### config.mk
export PLATFORM = sky130hd
export DESIGN_NAME = channel_sum_running_stats_unit
export DESIGN_NICKNAME = d
export VERILOG_FILES = /design/src/csrs_pkg.sv /design/src/csrs_front.sv /design/src/csrs_queue.sv /design/src/csrs_back.sv /design/src/channel_sum_running_stats_unit.sv
export SDC_FILE = /design/constraint.sdc
export NUM_CORES = 2
export LEC_CHECK = 0
export BUFFER_PORTS_ARGS = -buffer_cell sky130_fd_sc_hd__buf_2
export CORE_AREA = 8 8 414 416
export CTS_BUF_LIST = sky130_fd_sc_hd__clkbuf_8 sky130_fd_sc_hd__clkbuf_16
export DETAILED_ROUTE_END_ITERATION = 8
export DIE_AREA = 0 0 422 424
export PLACE_DENSITY = 0.66
export RECOVER_POWER = 25
export SLEW_MARGIN = 10
export SYNTH_ARGS = -nofsm -noshare
export SYNTH_HDL_FRONTEND = slang
export SYNTH_SLANG_ARGS = --single-unit
### constraint.sdc
create_clock -name aclk -period 11.9 [get_ports aclk]
set_clock_uncertainty 0.15 [all_clocks]
set_input_delay 1.19 -clock aclk [delete_from_list [all_inputs] [get_ports aclk]]
set_output_delay 1.19 -clock aclk [all_outputs]
set_load 0.02 [all_outputs]
### src/csrs_pkg.sv
// Shared types and constants for the channel-sum running statistics block.
// No dependencies; imported by every module of the block.
package csrs_pkg;

    localparam int SAMPLE_BITS = 16;
    localparam int FRAC_BITS   = 16;
    localparam int CFG_W       = 11;
    localparam int SUM_W       = 26;
    localparam int MEAN_W      = SUM_W + FRAC_BITS;
    localparam int DEV_W       = MEAN_W + 1;
    localparam int MAG_W       = MEAN_W;
    localparam int HALF_W      = (MAG_W + 1) / 2;
    localparam int PROD_W      = 4 * HALF_W;
    localparam int M2_W        = 63;
    localparam int CNT_W       = 32;
    localparam int STEP_W      = $clog2(MAG_W);

    localparam int OFS_SUM   = 0;
    localparam int OFS_MIN   = OFS_SUM + SUM_W;
    localparam int OFS_MAX   = OFS_MIN + SUM_W;
    localparam int OFS_MEAN  = OFS_MAX + SUM_W;
    localparam int OFS_DEV   = OFS_MEAN + MEAN_W;
    localparam int OFS_CNT   = OFS_DEV + M2_W;
    localparam int OUT_BITS  = OFS_CNT + CNT_W;
    localparam int OUT_W     = ((OUT_BITS + 7) / 8) * 8;

    localparam logic [M2_W-1:0]  M2_MAX  = {M2_W{1'b1}};
    localparam logic [CNT_W-1:0] CNT_MAX = {CNT_W{1'b1}};

    typedef struct packed {
        logic signed [SUM_W-1:0] sum;
        logic                    new_run;
    } csrs_entry_t;

    typedef enum logic [5:0] {
        S_IDLE = 6'b000001,
        S_DIV  = 6'b000010,
        S_MEAN = 6'b000100,
        S_MUL  = 6'b001000,
        S_ACC  = 6'b010000,
        S_EMIT = 6'b100000
    } back_state_t;

endpackage

### src/csrs_front.sv
// Front end: channel count register, channel summing and run restart tracking.
// Depends on csrs_pkg; pushes completed time samples into csrs_queue.
module csrs_front
    import csrs_pkg::*;
#(
    parameter int CHANNELS_MAX = 1024
) (
    input  logic                   aclk,
    input  logic                   aresetn,
    input  logic                   cfg_wr_en,
    input  logic [CFG_W-1:0]       cfg_wr_data,
    input  logic                   s_tvalid,
    output logic                   s_tready,
    input  logic [15:0]            s_tdata,
    input  logic [0:0]             s_tuser,
    input  logic                   queue_full,
    output logic                   push,
    output csrs_entry_t            push_entry
);

    localparam int IDX_W = (CHANNELS_MAX > 1) ? $clog2(CHANNELS_MAX) : 1;
    localparam int CC_W  = ($clog2(CHANNELS_MAX + 1) > CFG_W + 1) ?
                           $clog2(CHANNELS_MAX + 1) : CFG_W + 1;
    localparam logic [CC_W-1:0] CC_LIMIT = CC_W'(CHANNELS_MAX);

    logic [CFG_W-1:0]        cfg_reg;
    logic signed [SUM_W-1:0] acc_reg, acc_next;
    logic [IDX_W-1:0]        idx_reg, idx_next;
    logic                    pend_reg, pend_next;

    logic                    accept;
    logic                    restart;
    logic signed [SAMPLE_BITS-1:0] smp;
    logic signed [SUM_W-1:0] acc_base;
    logic [IDX_W-1:0]        idx_base;
    logic signed [SUM_W:0]   sum_wide;
    logic signed [SUM_W-1:0] sum_sat;
    logic [CC_W-1:0]         cc_raw;
    logic [CC_W-1:0]         cc_eff;
    logic                    done;

    assign s_tready = !queue_full;
    assign accept   = s_tvalid && s_tready;
    assign restart  = s_tuser[0];
    assign smp      = s_tdata[SAMPLE_BITS-1:0];

    always_comb begin
        acc_base = restart ? '0 : acc_reg;
        idx_base = restart ? '0 : idx_reg;
        sum_wide = (SUM_W+1)'(acc_base) + (SUM_W+1)'(smp);
        if (sum_wide[SUM_W] != sum_wide[SUM_W-1]) begin
            sum_sat = sum_wide[SUM_W] ? {1'b1, {(SUM_W-1){1'b0}}}
                                      : {1'b0, {(SUM_W-1){1'b1}}};
        end else begin
            sum_sat = sum_wide[SUM_W-1:0];
        end
        cc_raw = CC_W'(cfg_reg);
        if (cc_raw == '0) begin
            cc_eff = CC_W'(1);
        end else if (cc_raw > CC_LIMIT) begin
            cc_eff = CC_LIMIT;
        end else begin
            cc_eff = cc_raw;
        end
        done = (CC_W'(idx_base) + CC_W'(1)) >= cc_eff;
    end

    always_comb begin
        acc_next  = acc_reg;
        idx_next  = idx_reg;
        pend_next = pend_reg;
        if (accept) begin
            if (done) begin
                acc_next  = '0;
                idx_next  = '0;
                pend_next = 1'b0;
            end else begin
                acc_next  = sum_sat;
                idx_next  = idx_base + IDX_W'(1);
                pend_next = pend_reg || restart;
            end
        end
    end

    assign push                = accept && done;
    assign push_entry.sum      = sum_sat;
    assign push_entry.new_run  = restart || pend_reg;

    always_ff @(posedge aclk) begin
        if (!aresetn) begin
            cfg_reg  <= CFG_W'(1);
            acc_reg  <= '0;
            idx_reg  <= '0;
            pend_reg <= 1'b0;
        end else begin
            if (cfg_wr_en) begin
                cfg_reg <= cfg_wr_data;
            end
            acc_reg  <= acc_next;
            idx_reg  <= idx_next;
            pend_reg <= pend_next;
        end
    end

endmodule

### src/csrs_queue.sv
// Two-entry queue of completed time samples between front and back end.
// Depends on csrs_pkg for the entry type.
module csrs_queue
    import csrs_pkg::*;
(
    input  logic        aclk,
    input  logic        aresetn,
    input  logic        push,
    input  csrs_entry_t push_entry,
    output logic        full,
    input  logic        pop,
    output logic        head_valid,
    output csrs_entry_t head_entry
);

    csrs_entry_t mem_reg [2];
    logic        wr_ptr_reg, wr_ptr_next;
    logic        rd_ptr_reg, rd_ptr_next;
    logic [1:0]  count_reg, count_next;

    assign full       = count_reg == 2'd2;
    assign head_valid = count_reg != 2'd0;
    assign head_entry = mem_reg[rd_ptr_reg];

    always_comb begin
        wr_ptr_next = push ? !wr_ptr_reg : wr_ptr_reg;
        rd_ptr_next = pop ? !rd_ptr_reg : rd_ptr_reg;
        count_next  = count_reg + {1'b0, push} - {1'b0, pop};
    end

    always_ff @(posedge aclk) begin
        if (push) begin
            mem_reg[wr_ptr_reg] <= push_entry;
        end
    end

    always_ff @(posedge aclk) begin
        if (!aresetn) begin
            wr_ptr_reg <= 1'b0;
            rd_ptr_reg <= 1'b0;
            count_reg  <= 2'd0;
        end else begin
            wr_ptr_reg <= wr_ptr_next;
            rd_ptr_reg <= rd_ptr_next;
            count_reg  <= count_next;
        end
    end

endmodule

### src/csrs_back.sv
// Back end: min/max, Welford mean and M2 update and the output register.
// Depends on csrs_pkg; serial divider and split multiplier run in place.
module csrs_back
    import csrs_pkg::*;
(
    input  logic               aclk,
    input  logic               aresetn,
    input  logic               head_valid,
    input  csrs_entry_t        head_entry,
    output logic               pop,
    output logic               m_tvalid,
    input  logic               m_tready,
    output logic [OUT_W-1:0]   m_tdata
);

    back_state_t               state_reg, state_next;
    logic signed [SUM_W-1:0]   x_reg;
    logic signed [SUM_W-1:0]   min_reg;
    logic signed [SUM_W-1:0]   max_reg;
    logic signed [MEAN_W-1:0]  mean_reg;
    logic [M2_W-1:0]           m2_reg;
    logic [CNT_W-1:0]          cnt_reg;
    logic                      neg_reg;
    logic [MAG_W-1:0]          div_a_reg;
    logic [CNT_W-1:0]          rem_reg;
    logic [STEP_W-1:0]         step_reg;
    logic [MAG_W-1:0]          mag_d_reg;
    logic [MAG_W-1:0]          mag_e_reg;
    logic [2*HALF_W-1:0]       prod_reg;
    logic [1:0]                psel_reg;
    logic [PROD_W-1:0]         acc_reg;
    logic                      out_valid_reg;
    logic [OUT_W-1:0]          out_data_reg;

    logic signed [MEAN_W-1:0]  x_scaled;
    logic signed [MEAN_W-1:0]  head_scaled;
    logic signed [DEV_W-1:0]   d_val;
    logic [DEV_W-1:0]          d_mag;
    logic [CNT_W:0]            rem_sh;
    logic                      rem_ge;
    logic signed [DEV_W-1:0]   q_signed;
    logic signed [DEV_W-1:0]   mean_wide;
    logic signed [MEAN_W-1:0]  mean_new;
    logic signed [DEV_W-1:0]   e_val;
    logic [DEV_W-1:0]          e_mag;
    logic [2*HALF_W-1:0]       a_ext;
    logic [2*HALF_W-1:0]       b_ext;
    logic [HALF_W-1:0]         a_part;
    logic [HALF_W-1:0]         b_part;
    logic [PROD_W-1:0]         prod_shifted;
    logic [PROD_W-FRAC_BITS-1:0] scaled_prod;
    logic [M2_W-1:0]           m2_add;
    logic [M2_W:0]             m2_sum;
    logic                      first;
    logic                      out_free;

    assign x_scaled    = {x_reg, {FRAC_BITS{1'b0}}};
    assign head_scaled = {head_entry.sum, {FRAC_BITS{1'b0}}};
    assign first       = head_entry.new_run || (cnt_reg == '0);
    assign out_free    = !out_valid_reg || m_tready;
    assign pop         = (state_reg == S_IDLE) && head_valid;

    always_comb begin
        d_val = DEV_W'(head_scaled) - DEV_W'(mean_reg);
        d_mag = d_val[DEV_W-1] ? -d_val : d_val;

        rem_sh = {rem_reg, div_a_reg[MAG_W-1]};
        rem_ge = rem_sh >= {1'b0, cnt_reg};

        q_signed  = neg_reg ? -DEV_W'(div_a_reg) : DEV_W'(div_a_reg);
        mean_wide = DEV_W'(mean_reg) + q_signed;
        mean_new  = mean_wide[MEAN_W-1:0];
        e_val     = DEV_W'(x_scaled) - DEV_W'(mean_new);
        e_mag     = e_val[DEV_W-1] ? -e_val : e_val;

        a_ext  = (2*HALF_W)'(mag_d_reg);
        b_ext  = (2*HALF_W)'(mag_e_reg);
        a_part = step_reg[1] ? a_ext[2*HALF_W-1:HALF_W] : a_ext[HALF_W-1:0];
        b_part = step_reg[0] ? b_ext[2*HALF_W-1:HALF_W] : b_ext[HALF_W-1:0];

        case (psel_reg)
            2'd0:    prod_shifted = PROD_W'(prod_reg);
            2'd1:    prod_shifted = PROD_W'(prod_reg) << HALF_W;
            default: prod_shifted = PROD_W'(prod_reg) << (2 * HALF_W);
        endcase

        scaled_prod = acc_reg[PROD_W-1:FRAC_BITS];
        if (scaled_prod[PROD_W-FRAC_BITS-1:M2_W] != '0) begin
            m2_add = M2_MAX;
        end else begin
            m2_add = scaled_prod[M2_W-1:0];
        end
        m2_sum = {1'b0, m2_reg} + {1'b0, m2_add};
    end

    always_comb begin
        state_next = state_reg;
        unique case (state_reg)
            S_IDLE: begin
                if (head_valid) begin
                    state_next = first ? S_EMIT : S_DIV;
                end
            end
            S_DIV: begin
                if (step_reg == STEP_W'(MAG_W - 1)) begin
                    state_next = S_MEAN;
                end
            end
            S_MEAN: state_next = S_MUL;
            S_MUL: begin
                if (step_reg == STEP_W'(4)) begin
                    state_next = S_ACC;
                end
            end
            S_ACC: state_next = S_EMIT;
            S_EMIT: begin
                if (out_free) begin
                    state_next = S_IDLE;
                end
            end
            default: state_next = S_IDLE;
        endcase
    end

    always_ff @(posedge aclk) begin
        unique case (state_reg)
            S_IDLE: begin
                x_reg     <= head_entry.sum;
                neg_reg   <= d_val[DEV_W-1];
                div_a_reg <= d_mag[MAG_W-1:0];
                mag_d_reg <= d_mag[MAG_W-1:0];
                rem_reg   <= '0;
                step_reg  <= '0;
            end
            S_DIV: begin
                rem_reg   <= rem_ge ? rem_sh[CNT_W-1:0] - cnt_reg : rem_sh[CNT_W-1:0];
                div_a_reg <= {div_a_reg[MAG_W-2:0], rem_ge};
                step_reg  <= step_reg + STEP_W'(1);
            end
            S_MEAN: begin
                mag_e_reg <= e_mag[MAG_W-1:0];
                acc_reg   <= '0;
                step_reg  <= '0;
            end
            S_MUL: begin
                prod_reg <= a_part * b_part;
                psel_reg <= 2'(step_reg[1]) + 2'(step_reg[0]);
                if (step_reg != '0) begin
                    acc_reg <= acc_reg + prod_shifted;
                end
                step_reg <= step_reg + STEP_W'(1);
            end
            default: begin
            end
        endcase
    end

    always_ff @(posedge aclk) begin
        if (!aresetn) begin
            state_reg     <= S_IDLE;
            min_reg       <= '0;
            max_reg       <= '0;
            mean_reg      <= '0;
            m2_reg        <= '0;
            cnt_reg       <= '0;
            out_valid_reg <= 1'b0;
        end else begin
            state_reg <= state_next;
            if (state_reg == S_EMIT && out_free) begin
                out_valid_reg <= 1'b1;
            end else if (m_tready) begin
                out_valid_reg <= 1'b0;
            end
            unique case (state_reg)
                S_IDLE: begin
                    if (head_valid) begin
                        if (first) begin
                            min_reg  <= head_entry.sum;
                            max_reg  <= head_entry.sum;
                            mean_reg <= head_scaled;
                            m2_reg   <= '0;
                            cnt_reg  <= CNT_W'(1);
                        end else begin
                            if (head_entry.sum < min_reg) begin
                                min_reg <= head_entry.sum;
                            end
                            if (head_entry.sum > max_reg) begin
                                max_reg <= head_entry.sum;
                            end
                            if (cnt_reg != CNT_MAX) begin
                                cnt_reg <= cnt_reg + CNT_W'(1);
                            end
                        end
                    end
                end
                S_MEAN: mean_reg <= mean_new;
                S_ACC:  m2_reg <= m2_sum[M2_W] ? M2_MAX : m2_sum[M2_W-1:0];
                default: begin
                end
            endcase
        end
    end

    always_ff @(posedge aclk) begin
        if (state_reg == S_EMIT && out_free) begin
            out_data_reg <= OUT_W'({cnt_reg, m2_reg, mean_reg, max_reg, min_reg, x_reg});
        end
    end

    assign m_tvalid = out_valid_reg;
    assign m_tdata  = out_data_reg;

endmodule

### src/channel_sum_running_stats_unit.sv
// Channel-summing running statistics: top level joining front, queue and back.
// Depends on csrs_pkg, csrs_front, csrs_queue and csrs_back.
//
// Use: write channel_count through cfg_wr_en/cfg_wr_data (reset value 1;
// zero acts as 1, values above CHANNELS_MAX act as CHANNELS_MAX). Feed one
// channel sample per item on the s_ channel, restart in s_tuser on the first
// channel of a new run. Each completed time sample gives one item on the m_
// channel: sum, run minimum and maximum, running mean and M2 (16 fraction
// bits) and sample count.
// Throughput: one channel item per cycle while the two-entry queue has room.
// The back end takes one sample at a time from the queue, popping it only
// while idle. The first sample of a run goes straight to the output stage;
// every other sample passes the bit-serial divide of the mean update, the
// four-part split multiply of the M2 term, the M2 update and the output.
// Reset: statistics, accumulator and queue clear; the next completed sample
// starts a run. A stalled m_tready holds the result; the queue then fills
// and s_tready drops until the receiver takes the item.
module channel_sum_running_stats_unit
    import csrs_pkg::*;
#(
    parameter int CHANNELS_MAX = 1024
) (
    input  logic               aclk,
    input  logic               aresetn,
    input  logic               cfg_wr_en,
    input  logic [CFG_W-1:0]   cfg_wr_data,
    input  logic               s_tvalid,
    output logic               s_tready,
    input  logic [15:0]        s_tdata,   // channel_sample
    input  logic [0:0]         s_tuser,   // restart
    output logic               m_tvalid,
    input  logic               m_tready,
    output logic [OUT_W-1:0]   m_tdata    // sample_sum, run_min, run_max,
                                          // running_mean, deviation_sum,
                                          // sample_count, zero pad
);

    logic        push;
    csrs_entry_t push_entry;
    logic        queue_full;
    logic        pop;
    logic        head_valid;
    csrs_entry_t head_entry;

    csrs_front #(
        .CHANNELS_MAX (CHANNELS_MAX)
    ) u_front (
        .aclk        (aclk),
        .aresetn     (aresetn),
        .cfg_wr_en   (cfg_wr_en),
        .cfg_wr_data (cfg_wr_data),
        .s_tvalid    (s_tvalid),
        .s_tready    (s_tready),
        .s_tdata     (s_tdata),
        .s_tuser     (s_tuser),
        .queue_full  (queue_full),
        .push        (push),
        .push_entry  (push_entry)
    );

    csrs_queue u_queue (
        .aclk       (aclk),
        .aresetn    (aresetn),
        .push       (push),
        .push_entry (push_entry),
        .full       (queue_full),
        .pop        (pop),
        .head_valid (head_valid),
        .head_entry (head_entry)
    );

    csrs_back u_back (
        .aclk       (aclk),
        .aresetn    (aresetn),
        .head_valid (head_valid),
        .head_entry (head_entry),
        .pop        (pop),
        .m_tvalid   (m_tvalid),
        .m_tready   (m_tready),
        .m_tdata    (m_tdata)
    );

endmodule

### After elaboration in Yosys (flattened, before gate mapping)

Memories as Yosys holds them, arrays and structs flattened. A register that Yosys moved wholly into a read port is not among the register bits.
Index checks and enable logic that the tools add are counted.

| cells by class | value |
|---|---|
| add/sub/neg operators | 17 |
| multipliers | 1 |
| magnitude comparators | 5 |
| eq/ne operators | 18 |
| multiplexer cells | 47 |
| reduce and logical (&&, ||, !) cells | 35 |

Operators with widths:

| kind | count |
|---|---|
| $pmux 84 s2 | 2 |
| $mux 63 | 4 |
| $mux 42 | 5 |
| $mux 26 | 8 |
| $pmux 42 s2 | 2 |
| $neg 42->42 | 3 |
| $pmux 63 s2 | 1 |
| $mux 32 | 3 |
| $sub 42x42->43 | 2 |
| $add 84x84->84 | 1 |
| $mux 84 | 1 |
| $add 63x63->64 | 1 |
| $pmux 32 s2 | 1 |
| $add 42x42->42 | 1 |
| $mul 21x21->42 | 1 |
| $mux 21 | 2 |
| $pmux 6 s6 | 1 |
| $ge 33x32->1 | 1 |
| $add 32x1->32 const B | 1 |
| $logic_not 32->1 | 1 |
| $ne 32x32->1 const B | 1 |
| $sub 32x32->32 | 1 |
| $mux 6 | 5 |
| $add 26x16->27 | 1 |
| other kinds (37) | 73 |

| storage, ports and cells | value |
|---|---|
| flip-flop bits (word level) | 782 |
| bits in writable memories | 54 |
| output and inout bits | 218 |
| word-level logic and storage cells | 149 |
| memories | 1 |

Memory list:

| memory | words | width | read ports | clocked after memory_dff | write ports | line | source |
|---|---|---|---|---|---|---|---|
| u_queue.mem_reg | 2 | 27 | 1 | 1 | 1 | csrs_queue.sv:16 | `csrs_entry_t mem_reg [2];` |

### Depth between registers and ports, before layout

| logic depth | value |
|---|---|
| depth after elaboration | 7 |
| gate-level depth with buffers | 36 |
| mapped depth without buffers | 35 |

### Hierarchy

From an unflattened synthesis, not the netlist that was laid out.

| second synthesis, totals | value |
|---|---|
| cells, all modules | 6976 |
| area, all modules | 66566.3 µm² |

By module, submodules not included:

| module | times used | cells an instance | area an instance (µm²) | sequential area each (µm²) |
|---|---|---|---|---|
| csrs_back | 1 | 6335 | 60116.4 | 19959.1 |
| csrs_front | 1 | 536 | 4170.2 | 960.9 |
| csrs_queue | 1 | 105 | 2279.7 | 1721.7 |

### Worst setup path before layout

Ideal clock, no wire load.

| timing path | value |
|---|---|
| path type | input-to-reg |
| from | in m_tready |
| to | reg u_back.out_data_reg[0] (netlist: u_back.m_tdata[0]), enable pin |
| library setup time | 818 ps |
| arrival | 10754 ps |
| data required time | 10932 ps |
| setup slack | 178 ps |
| stages | 2 |
| path buffers | 0 |
| path through | nand2b_1 > nor2b_1 |

| between the ends | value |
|---|---|
| word-level cells in the longest chain between the ends | 2 |

RTL lines:

| item | line | source |
|---|---|---|
| start, declared | channel_sum_running_stats_unit.sv:32 | `input logic m_tready,` |
| $logic_or 1x1->1 | csrs_back.sv:60 | `assign out_free = !out_valid_reg \|\| m_tready;` |
| $logic_and 1x1->1 | csrs_back.sv:205 | `if (state_reg == S_EMIT && out_free) begin` |
| end signal, assigned | csrs_back.sv:206 | `out_data_reg <= OUT_W'({cnt_reg, m2_reg, mean_reg, max_reg, min_reg, x_reg});` |
| end, declared | csrs_back.sv:33 | `logic [OUT_W-1:0] out_data_reg;` |

No other way between the ends.
A chain may end at the register's enable or synchronous reset.

### Worst setup path in the final report

| timing path | value |
|---|---|
| from | reg u_back.step_reg[0] |
| to | reg u_back.prod_reg[41] (data pin) |

| between the ends | value |
|---|---|
| word-level cells in the longest chain between the ends | 2 |

RTL lines:

| item | line | source |
|---|---|---|
| start, declared | csrs_back.sv:26 | `logic [STEP_W-1:0] step_reg;` |
| start signal, assigned | csrs_back.sv:138 | `step_reg <= step_reg + STEP_W'(1);` |
| start signal, assigned | csrs_back.sv:151 | `step_reg <= step_reg + STEP_W'(1);` |
| $mux 21 | csrs_back.sv:79 | `b_part = step_reg[0] ? b_ext[2*HALF_W-1:HALF_W] : b_ext[HALF_W-1:0];` |
| $mul 21x21->42 | csrs_back.sv:146 | `prod_reg <= a_part * b_part;` |
| end signal, assigned | csrs_back.sv:146 |  |
| end, declared | csrs_back.sv:29 | `logic [2*HALF_W-1:0] prod_reg;` |

No other way between the ends.

==> results.txt <==
Drc violations - 0
Number of max-cap violations - 7
Crit path arrival time - 10.03 ns
Crit path top cell by count - fa_1
CP max FO - 22
Clk Tree Root Cell - clkbuf_16
Initial antenna violation count - 3
Setup bufs post-CTS - 0
CTS resizes - 0
I/O pin total - 251
Reg2Reg Depth - 27
CP Launch Type - flop
DRT antenna net count - 0
Critical Path Stages - 27
CTS max path bufs - 3
GR Util met3 - 2.653%
CORE AREA - 0.1644 mm²
Seq/Total Area, Yosys - 34.55%
Max reg flops - 215
Global placement routability congestion - 0.9588
Fmax - 103.0 MHz
DP Wirelength - 147400 µm
Cells after DPL - 9049
Synth unique cells - 107
Slew headroom - -142.4%
Hold_buf cts - 0
Largest area contributor in the netlist - edfxtp_1
Top cells by count, synth - 677 x nor2_1, 621 x inv_1, 588 x edfxtp_1
Synth Net Count - 7734
Total GRT Usage - 20.42%
WL per Instance - 20.62 µm
Setup Viol. Count Final - 0
Vias in the first global route - 50311
First drt pass iteration count - 6
Hold Crit Class - reg2reg
Vias - 51062
1st-iter DRT viols - 3749
H-tree levels - 3
Worst slew pin tran - 3.616 ns
Share of cells above drive strength 1 - 8.364%
Clock slew at reported path FFs - 0.06 ns
Final worst-path cycle share - 81.58%
Final Non-Filler Cells - 9232
Most common cell in the netlist - nor2_1
First-pass GRT wire length - 292700 µm
Post-synthesis instance total - 6821
Most used DFF post-synth - edfxtp_1
Number of synthesized flops with an enable pin - 588
Worst Path Required - 12.22 ns
Via density - 5.531
CTS tree - yes
Final Hold Violating Endpoints - 0
Remaining Overflow, GRT - 0
Die X - 422 µm
YS warnings - 0
Sink Count - 837
Top Family by Delay on Critical Path - adder cells
Crit end category - flop
GR Util met2 - 34.23%
Initial Utilization - 39.85%
Status - finished, violations left
RSZ-0062 raised after global routing - no
Final max-slew violation count - 316
Top-area cell type share of the netlist area - 26.95%
Violated checks - max-capacitance violations, max-slew violations
GR peak layer - met2
Ys async rst share - 0%
Die height - 424 µm
Worst Hold Depth - 2
Synthesized cell area - 0.06553 mm²
Final WL - 190300 µm
Crit-path max cell delay - 1.12 ns
Synthesized area per cell - 9.607 µm²
Largest net degree at the start of global routing - 101
Synth top area cells - edfxtp_1 27%, fa_1 11%, ha_1 9.9%
#FFs+latches synth - 837
Synthesis-to-finish area growth - 10.42%
Cell row count - 149
Worst-skew pair later-pin latency - 0.74 ns
Nets - 7872
Die area - 0.1789 mm²
Setup_tns - 0 ns
Met1 usage - 25.82%
CP bufs+invs - 3
CTS buffer count - 97
Critical-path top delay cell - clkbuf_1
Filler cells - 15705
PortBufs - 249
Tmin final - 9.708 ns
Crit path kind - reg2reg
worst paths after layout:
check	startpoint	end	slack, ns
max reg2reg	u_back.step_reg[0]$_SDFFCE_PN0P_	u_back.prod_reg[41]$_DFFE_PP_	2.19
max	u_back.step_reg[0]$_SDFFCE_PN0P_	u_back.prod_reg[41]$_DFFE_PP_	2.19
min reg2reg	u_front.acc_reg[8]$_SDFFE_PN0P_	u_front.acc_reg[8]$_SDFFE_PN0P_	0.30
min	u_front.acc_reg[8]$_SDFFE_PN0P_	u_front.acc_reg[8]$_SDFFE_PN0P_	0.30
cell type report:
| class | instances | area [µm²] | share of cell area [%] |
|---|---|---|---|
| multi-input cells | 5086 | 39540 | 54.64 |
| flip-flops and latches | 837 | 22640 | 31.29 |
| well taps | 2189 | 2739 | 3.785 |
| clock buffers | 109 | 2604 | 3.599 |
| inverters | 623 | 2341 | 3.235 |
| repair buffers | 314 | 1637 | 2.262 |
| clock inverters | 73 | 853.3 | 1.179 |
| diodes | 1 | 2.502 | 0.003459 |
per-stage QoR:
stage          utilization, %  hold slack (ns)  worst slack, ns  area (µm²)
3_5_place_dp            41.96           0.2884            3.001       69000
5_1_grt                 44.00           0.3234            1.562       72350
3_3_place_gp            41.96           0.2786            3.031       69000
6_report                44.00           0.3028            2.192       72350
4_1_cts                 44.06           0.3020            2.965       72450
2_1_floorplan               -           0.2564           0.1785       65530
worst min-delay path, cell delays in order (launching register included):
cell and delay [ns]:
dfxtp_1 0.32, nand2_1 0.04, o21ai_0 0.06
placed cells by master, fill, tap and decap left out, drive strengths merged, types with 14 or more instances in the layout:
master | synthesis | routed
a211oi | 72 | 72
a21boi | 23 | 23
a21o | 171 | 171
a21oi | 441 | 441
a22o | 24 | 24
a311oi | 48 | 48
a31oi | 47 | 47
a41oi | 17 | 17
and2 | 89 | 89
and3 | 43 | 43
buf | 40 | 252
bufinv | 0 | 14
clkbuf | 235 | 171
clkinv | 1 | 35
dfxtp | 249 | 249
edfxtp | 588 | 588
fa | 363 | 363
ha | 517 | 517
inv | 622 | 638
mux2 | 108 | 108
mux2i | 114 | 114
nand2 | 568 | 568
nand2b | 75 | 75
nand3 | 119 | 119
nand3b | 17 | 17
nand4 | 56 | 56
nor2 | 677 | 677
nor2b | 95 | 95
nor3 | 161 | 161
nor4 | 36 | 36
o21a | 76 | 76
o21ai | 227 | 227
o21bai | 62 | 62
o31ai | 31 | 31
o41ai | 14 | 14
or2 | 24 | 24
or3 | 101 | 101
or4 | 15 | 15
xnor2 | 320 | 320
xor2 | 159 | 159
routing by layer:
metal | part of all wire (%) | vias up | routed length, µm
met5 | 0.0053 | - | 10
met4 | 6.2 | 2 | 11790
met3 | 5.0 | 388 | 9452
met2 | 47 | 1525 | 89490
met1 | 42 | 25020 | 79580
li1 | - | 24127 | -
logic make-up after synthesis:
| kind of cell | count (synthesis) | share of synthesized area, % |
|---|---|---|
| flip-flops | 837 | 34.55 |
| adder cells (fa/ha/maj) | 885 | 21.05 |
| multiplexers | 222 | 3.597 |
| buffers and inverters | 898 | 5.230 |
| other | 1 | 0.005723 |
| AO/OA/AOI/OAI | 1374 | 13.81 |
| XOR/XNOR | 481 | 6.482 |
| AND/OR/NAND/NOR | 2123 | 15.27 |
Power is left out: the tool's default activity adds up to more than one toggle a clock period on the data nets, which glitch-free logic cannot reach.
